`src/design/sss_pkg.sv`:
```
// types, codes and helpers of the sensor sample supervisor
// used by the channel interfaces, the top level and its checker
`timescale 1ns / 1ps

package sss_pkg;

	localparam int COUNT_WIDTH     = 16;
	localparam int SEQ_WIDTH       = 32;
	localparam int CFG_WIDTH       = 16;
	localparam int CFG_INDEX_WIDTH = 1;

	localparam logic [CFG_WIDTH-1:0] SAMPLE_PERIOD_RESET   = CFG_WIDTH'(100);
	localparam logic [CFG_WIDTH-1:0] PENDING_TIMEOUT_RESET = CFG_WIDTH'(10);

	typedef enum logic [CFG_INDEX_WIDTH-1:0] {
		CFG_SAMPLE_PERIOD   = 1'b0,
		CFG_PENDING_TIMEOUT = 1'b1
	} cfg_index_t;

	typedef enum logic [2:0] {
		STATUS_IDLE           = 3'd0,
		STATUS_PENDING        = 3'd1,
		STATUS_PROCESSED      = 3'd2,
		STATUS_TIMEOUT        = 3'd3,
		STATUS_READ_FAILED    = 3'd4,
		STATUS_REQUEST_FAILED = 3'd5
	} status_code_t;

	typedef enum logic [1:0] {
		PORT_OK        = 2'd0,
		PORT_BUSY      = 2'd1,
		PORT_NOT_READY = 2'd2,
		PORT_ERROR     = 2'd3
	} port_result_t;

	typedef enum logic [1:0] {
		EVENT_NONE         = 2'd0,
		EVENT_SAMPLE       = 2'd1,
		EVENT_TIMEOUT      = 2'd2,
		EVENT_PORT_FAILURE = 2'd3
	} event_t;

	// raw status bit positions
	localparam int STAT_OVERRUN = 5;
	localparam int STAT_UNKNOWN = 6;
	// domain flag positions
	localparam int FLAG_VALID = 0;
	localparam int FLAG_STALE = 1;
	localparam int FLAG_FAULT = 4;

	typedef struct packed {
		logic [1:0]         request_result;
		logic [1:0]         read_result;
		logic [6:0]         sample_status;
		logic [6:0]         port_status;
		logic [31:0]        sample_sequence;
		logic signed [15:0] sample_temperature;
	} sample_word_t;

	typedef struct packed {
		logic [2:0]         status_code;
		logic               observation_valid;
		logic [31:0]        observation_number;
		logic signed [15:0] observed_temperature;
		logic [4:0]         domain_flags;
		logic [1:0]         obs_cause;
		logic               request_pending;
		logic [15:0]        pending_ticks;
		logic [31:0]        source_sequence_out;
		logic               from_sample;
		logic               source_stale;
		logic [1:0]         last_port_result;
	} result_word_t;

	// overrun means stale and fault, unknown means fault
	function automatic logic [4:0] map_status(input logic [6:0] s);
		logic [4:0] m;
		m = s[4:0];
		if (s[STAT_OVERRUN]) begin
			m[FLAG_STALE] = 1'b1;
			m[FLAG_FAULT] = 1'b1;
		end
		if (s[STAT_UNKNOWN]) begin
			m[FLAG_FAULT] = 1'b1;
		end
		return m;
	endfunction

endpackage

```
`src/design/sss_channels.sv`:
```
// valid/ready channel interfaces for sample words in and result words out
// payload types come from sss_pkg
`timescale 1ns / 1ps

interface sss_in_if;
	logic                 valid;
	logic                 ready;
	sss_pkg::sample_word_t payload;

	modport source (output valid, output payload, input ready);
	modport sink (input valid, input payload, output ready);
	modport monitor (input valid, input payload, input ready);
endinterface

interface sss_out_if;
	logic                 valid;
	logic                 ready;
	sss_pkg::result_word_t payload;

	modport source (output valid, output payload, input ready);
	modport sink (input valid, input payload, output ready);
	modport monitor (input valid, input payload, input ready);
endinterface

```
`src/design/sensor_sample_supervisor.sv`:
```
// latency: a result word is valid the cycle after its sample word is taken
// throughput: one word per cycle; the output register is refilled on the same
// edge that it empties, so only a stalled, full output register holds off input
// reset: period 100, timeout 10, nothing pending, first word requests at once,
// held observation fields and counters all zero
// depends on sss_pkg and the channel interfaces in sss_channels.sv
`timescale 1ns / 1ps

module sensor_sample_supervisor (
	input  logic                                 clk,
	input  logic                                 arst_n,
	input  logic                                 cfg_we,
	input  logic [sss_pkg::CFG_INDEX_WIDTH-1:0]  cfg_index,
	input  logic [sss_pkg::CFG_WIDTH-1:0]        cfg_data,
	sss_in_if.sink                               sample_in,
	sss_out_if.source                            result_out
);

	localparam int CW = sss_pkg::COUNT_WIDTH;
	localparam int SW = sss_pkg::SEQ_WIDTH;

	logic [sss_pkg::CFG_WIDTH-1:0] period_cfg_q;
	logic [sss_pkg::CFG_WIDTH-1:0] timeout_cfg_q;

	logic               pending_q,    pending_n;
	logic [CW-1:0]      pend_cnt_q,   pend_cnt_n;
	logic [CW-1:0]      countdown_q,  countdown_n;
	logic               have_seq_q,   have_seq_n;
	logic [SW-1:0]      last_seq_q,   last_seq_n;
	logic [31:0]        obs_cnt_q,    obs_cnt_n;
	logic [31:0]        held_num_q,   held_num_n;
	logic signed [15:0] held_temp_q,  held_temp_n;
	logic [4:0]         held_flags_q, held_flags_n;
	logic [1:0]         held_event_q, held_event_n;
	logic [31:0]        held_seq_q,   held_seq_n;
	logic               held_has_q,   held_has_n;
	logic               held_stale_q, held_stale_n;
	logic [1:0]         held_port_q,  held_port_n;

	logic                  out_valid_q;
	sss_pkg::result_word_t out_q;
	sss_pkg::result_word_t result;

	sss_pkg::sample_word_t d;
	logic                  take;
	logic [SW-1:0]         seq_in;
	logic [SW-1:0]         seq_diff;
	logic                  seq_stale;
	logic [4:0]            fail_flags;
	logic [CW-1:0]         cnt_inc;
	logic [CW-1:0]         countdown_dec;
	logic                  request;
	logic                  do_obs;
	logic                  do_fail;
	logic signed [15:0]    obs_temp;
	logic [4:0]            obs_flags;
	logic [1:0]            obs_event;
	logic [2:0]            status;

	assign sample_in.ready  = !out_valid_q || result_out.ready;
	assign take             = sample_in.valid && sample_in.ready;
	assign result_out.valid = out_valid_q;
	assign result_out.payload = out_q;

	always_comb begin
		d        = sample_in.payload;
		seq_in   = d.sample_sequence[SW-1:0];
		seq_diff = seq_in - last_seq_q;
		// not strictly forward: equal, or forward distance of half the range or more
		seq_stale = have_seq_q && ((seq_diff == '0) || seq_diff[SW-1]);
		fail_flags = sss_pkg::map_status(d.port_status);
		fail_flags[sss_pkg::FLAG_VALID] = 1'b0;
		fail_flags[sss_pkg::FLAG_STALE] = 1'b1;
		fail_flags[sss_pkg::FLAG_FAULT] = 1'b1;
		cnt_inc       = (pend_cnt_q == '1) ? pend_cnt_q : pend_cnt_q + 1'b1;
		countdown_dec = countdown_q - 1'b1;
		request       = (countdown_q == '0) || (countdown_dec == '0);

		pending_n    = pending_q;
		pend_cnt_n   = pend_cnt_q;
		countdown_n  = countdown_q;
		have_seq_n   = have_seq_q;
		last_seq_n   = last_seq_q;
		obs_cnt_n    = obs_cnt_q;
		held_num_n   = held_num_q;
		held_temp_n  = held_temp_q;
		held_flags_n = held_flags_q;
		held_event_n = held_event_q;
		held_seq_n   = held_seq_q;
		held_has_n   = held_has_q;
		held_stale_n = held_stale_q;
		held_port_n  = held_port_q;
		do_obs    = 1'b0;
		do_fail   = 1'b0;
		obs_temp  = '0;
		obs_flags = fail_flags;
		obs_event = sss_pkg::EVENT_NONE;
		status    = sss_pkg::STATUS_IDLE;

		if (pending_q) begin
			held_port_n = d.read_result;
			unique case (d.read_result)
				sss_pkg::PORT_OK: begin
					if (!seq_stale) begin
						last_seq_n = seq_in;
					end
					have_seq_n = 1'b1;
					obs_flags = sss_pkg::map_status(d.sample_status | d.port_status);
					if (seq_stale) begin
						obs_flags[sss_pkg::FLAG_STALE] = 1'b1;
					end
					held_seq_n   = 32'(seq_in);
					held_has_n   = 1'b1;
					held_stale_n = seq_stale;
					obs_temp  = d.sample_temperature;
					obs_event = sss_pkg::EVENT_SAMPLE;
					do_obs    = 1'b1;
					status    = sss_pkg::STATUS_PROCESSED;
				end
				sss_pkg::PORT_BUSY, sss_pkg::PORT_NOT_READY: begin
					pend_cnt_n = cnt_inc;
					if (32'(cnt_inc) >= 32'(timeout_cfg_q)) begin
						do_fail   = 1'b1;
						obs_event = sss_pkg::EVENT_TIMEOUT;
						status    = sss_pkg::STATUS_TIMEOUT;
					end else begin
						status = sss_pkg::STATUS_PENDING;
					end
				end
				default: begin
					do_fail   = 1'b1;
					obs_event = sss_pkg::EVENT_PORT_FAILURE;
					status    = sss_pkg::STATUS_READ_FAILED;
				end
			endcase
		end else begin
			if (countdown_q != '0) begin
				countdown_n = countdown_dec;
			end
			if (request) begin
				held_port_n = d.request_result;
				if (d.request_result != sss_pkg::PORT_ERROR) begin
					pending_n  = 1'b1;
					pend_cnt_n = '0;
					status     = sss_pkg::STATUS_PENDING;
				end else begin
					do_fail   = 1'b1;
					obs_event = sss_pkg::EVENT_PORT_FAILURE;
					status    = sss_pkg::STATUS_REQUEST_FAILED;
				end
			end
		end

		if (do_fail) begin
			held_has_n   = 1'b0;
			held_stale_n = 1'b0;
			do_obs       = 1'b1;
		end
		// an observation closes the request and restarts the period
		if (do_obs) begin
			held_num_n   = obs_cnt_q;
			obs_cnt_n    = obs_cnt_q + 32'd1;
			held_temp_n  = obs_temp;
			held_flags_n = obs_flags;
			held_event_n = obs_event;
			pending_n    = 1'b0;
			pend_cnt_n   = '0;
			countdown_n  = CW'(period_cfg_q);
		end

		result.status_code          = status;
		result.observation_valid    = do_obs;
		result.observation_number   = held_num_n;
		result.observed_temperature = held_temp_n;
		result.domain_flags         = held_flags_n;
		result.obs_cause            = held_event_n;
		result.request_pending      = pending_n;
		result.pending_ticks        = 16'(pend_cnt_n);
		result.source_sequence_out  = held_seq_n;
		result.from_sample          = held_has_n;
		result.source_stale         = held_stale_n;
		result.last_port_result     = held_port_n;
	end

	always_ff @(posedge clk or negedge arst_n) begin
		if (!arst_n) begin
			period_cfg_q  <= sss_pkg::SAMPLE_PERIOD_RESET;
			timeout_cfg_q <= sss_pkg::PENDING_TIMEOUT_RESET;
			pending_q     <= 1'b0;
			pend_cnt_q    <= '0;
			countdown_q   <= '0;
			have_seq_q    <= 1'b0;
			last_seq_q    <= '0;
			obs_cnt_q     <= '0;
			held_num_q    <= '0;
			held_temp_q   <= '0;
			held_flags_q  <= '0;
			held_event_q  <= sss_pkg::EVENT_NONE;
			held_seq_q    <= '0;
			held_has_q    <= 1'b0;
			held_stale_q  <= 1'b0;
			held_port_q   <= sss_pkg::PORT_OK;
			out_valid_q   <= 1'b0;
		end else begin
			if (cfg_we) begin
				unique case (cfg_index)
					sss_pkg::CFG_SAMPLE_PERIOD:   period_cfg_q  <= cfg_data;
					sss_pkg::CFG_PENDING_TIMEOUT: timeout_cfg_q <= cfg_data;
					default: ;
				endcase
			end
			if (take) begin
				pending_q    <= pending_n;
				pend_cnt_q   <= pend_cnt_n;
				countdown_q  <= countdown_n;
				have_seq_q   <= have_seq_n;
				last_seq_q   <= last_seq_n;
				obs_cnt_q    <= obs_cnt_n;
				held_num_q   <= held_num_n;
				held_temp_q  <= held_temp_n;
				held_flags_q <= held_flags_n;
				held_event_q <= held_event_n;
				held_seq_q   <= held_seq_n;
				held_has_q   <= held_has_n;
				held_stale_q <= held_stale_n;
				held_port_q  <= held_port_n;
				out_valid_q  <= 1'b1;
			end else if (result_out.ready) begin
				out_valid_q <= 1'b0;
			end
		end
	end

	// result word register
	always_ff @(posedge clk) begin
		if (take) begin
			out_q <= result;
		end
	end

endmodule

```
`src/flat_wrapper.sv`:
```
// flat-port wrapper written by rule: the top's interface ports become plain ports
module sensor_sample_supervisor_flat 
  (clk, arst_n, cfg_we, cfg_index, cfg_data, sample_in_valid, sample_in_payload, sample_in_ready, result_out_valid, result_out_payload, result_out_ready);
  sss_in_if sample_in_i ();
  sss_out_if result_out_i ();
  input  logic clk;
  input  logic arst_n;
  input  logic cfg_we;
  input  logic [sss_pkg::CFG_INDEX_WIDTH-1:0] cfg_index;
  input  logic [sss_pkg::CFG_WIDTH-1:0] cfg_data;
  input wire logic [$bits(sample_in_i.valid)-1:0] sample_in_valid;
  input wire logic [$bits(sample_in_i.payload)-1:0] sample_in_payload;
  output wire logic [$bits(sample_in_i.ready)-1:0] sample_in_ready;
  output wire logic [$bits(result_out_i.valid)-1:0] result_out_valid;
  output wire logic [$bits(result_out_i.payload)-1:0] result_out_payload;
  input wire logic [$bits(result_out_i.ready)-1:0] result_out_ready;
  assign sample_in_i.valid = sample_in_valid;
  assign sample_in_i.payload = sample_in_payload;
  assign sample_in_ready = sample_in_i.ready;
  assign result_out_valid = result_out_i.valid;
  assign result_out_payload = result_out_i.payload;
  assign result_out_i.ready = result_out_ready;
  sensor_sample_supervisor u_core (.clk(clk), .arst_n(arst_n), .cfg_we(cfg_we), .cfg_index(cfg_index), .cfg_data(cfg_data), .sample_in(sample_in_i), .result_out(result_out_i));
endmodule
```
`config.mk`:
```
export PLATFORM = sky130hd
export DESIGN_NAME = sensor_sample_supervisor_flat
export DESIGN_NICKNAME = d
export VERILOG_FILES = /design/src/design/sss_pkg.sv /design/src/design/sss_channels.sv /design/src/design/sensor_sample_supervisor.sv /design/src/flat_wrapper.sv
export SDC_FILE = /design/constraint.sdc
export NUM_CORES = 1
export LEC_CHECK = 0
export BUFFER_PORTS_ARGS = -buffer_cell sky130_fd_sc_hd__buf_4
export CAP_MARGIN = 20
export CORE_AREA = 10 10 205 207
export DETAILED_ROUTE_END_ITERATION = 6
export DIE_AREA = 0 0 215 217
export GPL_ROUTABILITY_DRIVEN = 0
export PLACE_DENSITY = 0.67
export REMOVE_ABC_BUFFERS = 1
export SETUP_SLACK_MARGIN = 0.5
export SYNTH_ARGS = -nofsm -noshare
export SYNTH_HDL_FRONTEND = slang
export SYNTH_SLANG_ARGS = --single-unit
```
`constraint.sdc`:
```
create_clock -name clk -period 6.7 [get_ports clk]
set_clock_uncertainty 0.2 [all_clocks]
set_input_delay 1.34 -clock clk [delete_from_list [all_inputs] [get_ports clk]]
set_output_delay 1.34 -clock clk [all_outputs]
set_load 0.05 [all_outputs]
```
Word-level counts from Yosys, hierarchy flattened
Cells that the tools add are included.
{"block": "word_totals", "regBits": 334, "latch_bits": 0, "mem_bits_rw": 0, "romBits": 0, "in_bits": 88, "word_cells": 117, "mem_count": 0}
{"block": "op_classes", "add_sub_neg": 4, "n_mul": 0, "div_mod_pow": 0, "n_lt_le_gt_ge": 1, "n_eq_ne": 5, "shifts": 0, "mux": 55, "n_bitwise": 3, "reduce_logical": 20}
{"op": "two-way mux 16 bit", "count": 12}
{"op": "two-way mux 32 bit", "count": 3}
{"op": "adder 32 x 1 -> 32 bit, second input constant", "count": 1}
{"op": "zero test 16 bit", "count": 2}
{"op": "zero test 32 bit", "count": 1}
{"op": "subtractor 32 bit", "count": 1}
{"op": "two-way mux 1 bit", "count": 23}
{"op": "adder 16 x 1 -> 16 bit, second input constant", "count": 1}
{"op": "equality test 16 bit, second input constant", "count": 1}
{"op": "greater-or-equal comparator 16 bit", "count": 1}
{"op": "two-way mux 2 bit", "count": 8}
{"op": "nonzero test 16 bit", "count": 1}
{"op": "subtractor 16 x 1 -> 16 bit, second input constant", "count": 1}
{"op": "two-way mux 5 bit", "count": 3}
{"op": "two-way mux 3 bit", "count": 3}
{"op": "bitwise OR 7 bit", "count": 1}
{"op": "one-hot mux 3 bit (2 select lines)", "count": 1}
{"op": "AND reduction 2 bit", "count": 3}
{"op": "AND reduction 3 bit", "count": 2}
{"op": "!= test 2 bit, second input constant", "count": 2}
{"op": "one-hot mux 2 bit (2 select lines)", "count": 1}
{"op": "AND reduction 4 bit", "count": 1}
{"op": "nonzero test 2 bit", "count": 2}
{"op": "logical OR 1 bit", "count": 3}
{"op": "8 further kinds", "count": 10}

Logic depth before layout (Yosys ltp)
{"block": "depth", "ltp_word": 9, "ltp_mapped": 22, "ltp_nobuf": 20}

Worst setup path after synthesis
No wires, ideal clock.
{"block": "synth_timing", "path_kind": "input port to flip-flop", "from": "input result_out_ready", "to": "register u_core.pend_cnt_q[4]", "setup_ps": 135, "t_arrival_ps": 6383, "required_ps": 6365, "setup_slack_ps": -18, "stages": 9, "cell_sequence": "nand2b_1 nand2_1 clkbuf_1 inv_2 clkbuf_1 clkbuf_1 o21ai_0 nand2_1 o31ai_1"}
{"block": "synth_between", "elab_chain_cells": 2}
{"item": "start: declaration", "line": "flat_wrapper.sv:16", "source": "input wire logic [$bits(result_out_i.ready)-1:0] result_out_ready;"}
{"item": "logical OR 1 bit", "line": "sensor_sample_supervisor.sv:60", "source": "assign sample_in.ready = !out_valid_q || result_out.ready;"}
{"item": "logical AND 1 bit", "line": "sensor_sample_supervisor.sv:61", "source": "assign take = sample_in.valid && sample_in.ready;"}
{"item": "net u_core.take", "line": "sensor_sample_supervisor.sv:45", "source": "logic take;"}
{"item": "end signal: assignment", "line": "sensor_sample_supervisor.sv:214", "source": "pend_cnt_q <= pend_cnt_n;"}
{"item": "end: declaration", "line": "sensor_sample_supervisor.sv:26", "source": "logic [CW-1:0] pend_cnt_q, pend_cnt_n;"}
The timed path passes the listed nets, and every way through them passes these cells.
A chain may end at the register's enable or synchronous reset.

Worst setup path after layout
{"block": "layout_timing", "from": "register u_core.pend_cnt_q[0]", "to": "register u_core.held_num_q[15]"}
{"block": "layout_between", "elab_chain_cells": 8, "word_cells_on_any_way": 9, "cone_classes": "add/sub: 1; order compare: 1; eq/ne: 1; mux: 6"}
{"item": "adder 16 x 1 -> 16 bit / equality test 16 bit (equally long branches)", "line": "sensor_sample_supervisor.sv:75", "source": "cnt_inc = (pend_cnt_q == '1) ? pend_cnt_q : pend_cnt_q + 1'b1;"}
{"item": "two-way mux 16 bit (*)", "line": "sensor_sample_supervisor.sv:75"}
{"item": "greater-or-equal comparator 16 bit (*)", "line": "sensor_sample_supervisor.sv:122", "source": "if (32'(cnt_inc) >= 32'(timeout_cfg_q)) begin"}
{"item": "two-way mux 1 bit (*)", "line": "sensor_sample_supervisor.sv:122"}
{"item": "one-hot mux 1 bit (2 select lines) (*)", "line": "sensor_sample_supervisor.sv:102", "source": "unique case (d.read_result)"}
{"item": "two-way mux 1 bit (*)", "line": "sensor_sample_supervisor.sv:100", "source": "if (pending_q) begin"}
{"item": "two-way mux 1 bit (*)", "line": "sensor_sample_supervisor.sv:154", "source": "if (do_fail) begin"}
{"item": "two-way mux 32 bit (*)", "line": "sensor_sample_supervisor.sv:160", "source": "if (do_obs) begin"}
{"item": "end signal: assignment", "line": "sensor_sample_supervisor.sv:219", "source": "held_num_q <= held_num_n;"}
{"item": "end: declaration", "line": "sensor_sample_supervisor.sv:31", "source": "logic [31:0] held_num_q, held_num_n;"}
Every way passes the cells marked *; elsewhere a longest branch is shown, timed or not.

==> flow_metrics.env <==
export IMPL_async_flop_share_pct=66.5
export IMPL_ant_nets=0
export IMPL_synth_xor_area_share_pct=3.47
export IMPL_start_util_pct=44.4
export IMPL_start_kind="flop"
export IMPL_clockBufferDepth=3
export IMPL_cts_root_buf="clkbuf_16"
export IMPL_htree_levels=2
export IMPL_dieArea_um2=46700
export IMPL_rsz0062_at_grt="false"
export IMPL_required_ns=6.92
export IMPL_die_y_um=217
export IMPL_synthTopCellsByArea="dfrtp_1 32%, edfxtp_1 20%, nand2_1 11%, mux2_2 4.3%, ha_1 3.9%"
export IMPL_firstDrtPassIters=5
export IMPL_setup_ws_ns=1.03
export IMPL_clkPwrFrac_pct=38.0
export IMPL_drc=0
export IMPL_finalCriticalPeriod_ns=5.67
export IMPL_synth_top_family_by_area="simple AND/OR/NAND/NOR gates"
export IMPL_clk_pin_slew_ns=0.06
export IMPL_place_ws_ns=0.188
export IMPL_syn_inst=1753
export IMPL_io_buffers=201
export IMPL_path_class="flop to flop"
export IMPL_power_mw=5.47
export IMPL_wl_met1_um=18800
export IMPL_grt_pass1_vias=13000
export IMPL_hp_start="u_core.held_num_q[11]"
export IMPL_vdd_drop_max_v=0.000172
export IMPL_ys_seq_area_share_pct=52.7
export IMPL_critical_path_endpoint_type="flop"
export IMPL_arrival_ns=5.89
export IMPL_synth_compound_area_share_pct=11.9
export IMPL_drt_total_wl_um=43900
export IMPL_status="finished, final reports clean"
export IMPL_slew_violations=0
export IMPL_layout_drive_gt1_share_pct=18.9
export IMPL_cts_buffers=37
export IMPL_slew_headroom_pct=34.8
export IMPL_power_density_nw_per_um2=270
export IMPL_p_int_mw=3.90
export IMPL_yosys_most_used_dff="dfrtp_1"
export IMPL_core_area_um2=38100
export IMPL_grt_max_degree=140
export IMPL_switching_share_pct=28.8
export IMPL_grt_pass1_wl_um=70200
export IMPL_dpl_instance_area_um2=18900
export IMPL_rows=72
export IMPL_synth_top_area_share_pct=32.1
export IMPL_wl_met3_um=2380
export IMPL_ys_types=72
export IMPL_cts_sinks=334
export IMPL_hp_class="flop to flop"
export IMPL_tightest_slew_ns=0.969
export IMPL_cts_tree="built"
export IMPL_comb_power_share_pct=17.2
export IMPL_fill_cells=3389
export IMPL_clock_latency_ns=0.55
export IMPL_grt_use_total_pct=18.2
export IMPL_grt_antenna_before_repair=2
export IMPL_yosys_warnings=0
export IMPL_die_w_um=215
export IMPL_ios=202
export IMPL_ys_ff_latch=334
export IMPL_final_hold_violation_count=0
export IMPL_vias=13300
export IMPL_synthAdderAreaFrac_pct=4.04
export IMPL_yosys_cell_count_top_type="nand2_1"
export IMPL_synth_area_per_cell_um2=9.66
export IMPL_dr_max_layer_used="met5"
export IMPL_synthMuxAreaShare_pct=4.73
export IMPL_synth_edf_count=112
export IMPL_fmax_mhz=176
export IMPL_period_share_pct=84.7
export IMPL_r2r_start="u_core.pend_cnt_q[0]"
export IMPL_netlist_area_um2=16900
export IMPL_max_cap_viol_count=0
export IMPL_path_max_fanout=21
export IMPL_p_leak_nw=9.29
export IMPL_nets=2061
export IMPL_postLayoutCellArea_um2=20200
export IMPL_grt_overflow_total=0
export IMPL_final_setup_viol_count=0
export IMPL_switching_power_mw=1.58
export IMPL_crit_start="u_core.pend_cnt_q[0]"
export IMPL_ys_top_cells_by_count="482 x nand2_1, 217 x dfrtp_1, 112 x edfxtp_1, 93 x nor2_1, 83 x a21oi_1"
export IMPL_synth_largest_area_cell="dfrtp_1"
export IMPL_avgRoutedWirePerCell_um=17.8
export IMPL_pwr_share_seq_pct=44.8
export IMPL_wl_met2_um=21600
export IMPL_dp_hpwl_um=30400
export IMPL_vias_per_cell=5.41
export IMPL_yosys_area_share_simple_pct=19.2
export IMPL_drt_iter0_drc=888
export IMPL_areaGrowthSynthToFinish_pct=19.6
## worst max-delay path, cell delays in order (launching register included)
cell and delay [ns]:
dfrtp_1 0.46, ha_1 0.25, nand3_1 0.16, nor4_2 0.37
and2_1 0.28, nand3_1 0.31, and3_1 0.34, nand2_1 0.10
xnor2_1 0.12, ha_1 0.26, a21o_1 0.19, a21o_1 0.18
a2111oi_2 0.47, nand2_1 0.09, a211oi_1 0.27, o21bai_1 0.28
o21ai_4 0.51, buf_4 0.31, buf_4 0.28, o21ai_0 0.11
## through the flow
stage / utilization, % / cells / hold slack (ns) / TNS (ns)
after floorplan: - / 1660 / 0.245 / -155.41
after global placement: 49.6 / 2392 / 0.257 / 0
after detailed placement: 49.6 / 2392 / 0.262 / 0
after CTS: 52.8 / 2460 / 0.276 / 0
after global routing: 53.1 / 2466 / 0.290 / 0
final: 53.1 / 2467 / 0.274 / 0
## per-layer routing
| metal | global-route usage [%] | up-vias |
|---|---|---|
| met5 | 0 | - |
| met1 | 22.8 | 6504 |
| met2 | 31.3 | 354 |
| met3 | 3.48 | 80 |
| li1 | - | 6402 |
| met4 | 6.15 | 2 |
## cell usage in the layout (no fill, tap or decap), drive strengths merged, types with 5 or more instances in the layout
cell type  count
a211oi         9
a21o          16
a21oi         83
a22o          22
a2bb2oi        5
a31oi          8
a32o          16
and2           9
and3          22
buf          219
clkbuf        53
clkinv        10
dfrtp        217
dfstp          5
edfxtp       112
ha            53
inv           79
mux2          64
mux2i          8
nand2        482
nand2b        13
nand3         36
nand4         24
nor2          94
nor3          29
nor4          14
o211ai         7
o21a          13
o21ai         81
o31ai          9
or3            5
xnor2         46
xor2          21
## final cells by class
class / instances / area [um^2] / area share [%]
diodes: 1 / 2.50 / 0.0124
clock buffers: 53 / 1060 / 5.23
clock inverters: 15 / 173 / 0.853
inverters: 78 / 300 / 1.48
multi-input cells: 1249 / 7420 / 36.6
flip-flops and latches: 334 / 8920 / 44.1
well taps: 518 / 648 / 3.20
repair buffers: 219 / 1720 / 8.50
## cells by family after synthesis
kind of cell / count (synthesis)
compound gates: 308
xor+xnor: 67
fa+ha+maj: 54
buf+inv: 171
flops: 334
mux: 72
simple gates: 747
## worst paths after layout
kind | cells past startpoint | end | slack [ns]
max | 19 | u_core.held_num_q[15] | 1.03
min | 2 | u_core.held_num_q[11] | 0.27
max reg2reg | 19 | u_core.held_num_q[15] | 1.03
min reg2reg | 2 | u_core.held_num_q[11] | 0.27
max in group asynchronous | 2 | u_core.obs_cnt_q[21] | 4.53
min in group asynchronous | 1 | u_core.held_seq_q[13] | 0.55
## registers in the layout (all words and copies together), names as in the netlist
signal / cells
u_core.result_out.payload: 112
u_core.held_num_q: 32
u_core.held_seq_q: 32
u_core.last_seq_q: 32
u_core.obs_cnt_q: 32
u_core.countdown_q: 16
u_core.held_temp_q: 16
u_core.pend_cnt_q: 16
u_core.period_cfg_q: 16
u_core.timeout_cfg_q: 16
u_core.held_flags_q: 5
u_core.held_event_q: 2
u_core.held_port_q: 2
u_core.have_seq_q: 1
u_core.held_has_q: 1
u_core.held_stale_q: 1
u_core.pending_q: 1
u_core.result_out.valid: 1
## power groups by stage
stage / logic (mW) / clock network (mW) / registers, mW
5_1_grt: 1.04 / 2.20 / 2.47
4_1_cts: 0.938 / 2.14 / 2.45
6_report: 0.940 / 2.08 / 2.45
3_5_place_dp: 0.934 / 0 / 2.49
3_3_place_gp: 0.913 / 0 / 2.48
2_1_floorplan: 0.503 / 0 / 2.58
## timing repair
action / in CTS / in global routing
pin swaps: 0 / 1
hold buffers: 0 / 0
gates resized for setup: 3 / 5
setup buffers: 0 / 2
endpoints found under the setup margin: 13 / 179
cloned: 0 / 1
(Power assumes the default switching activity.)
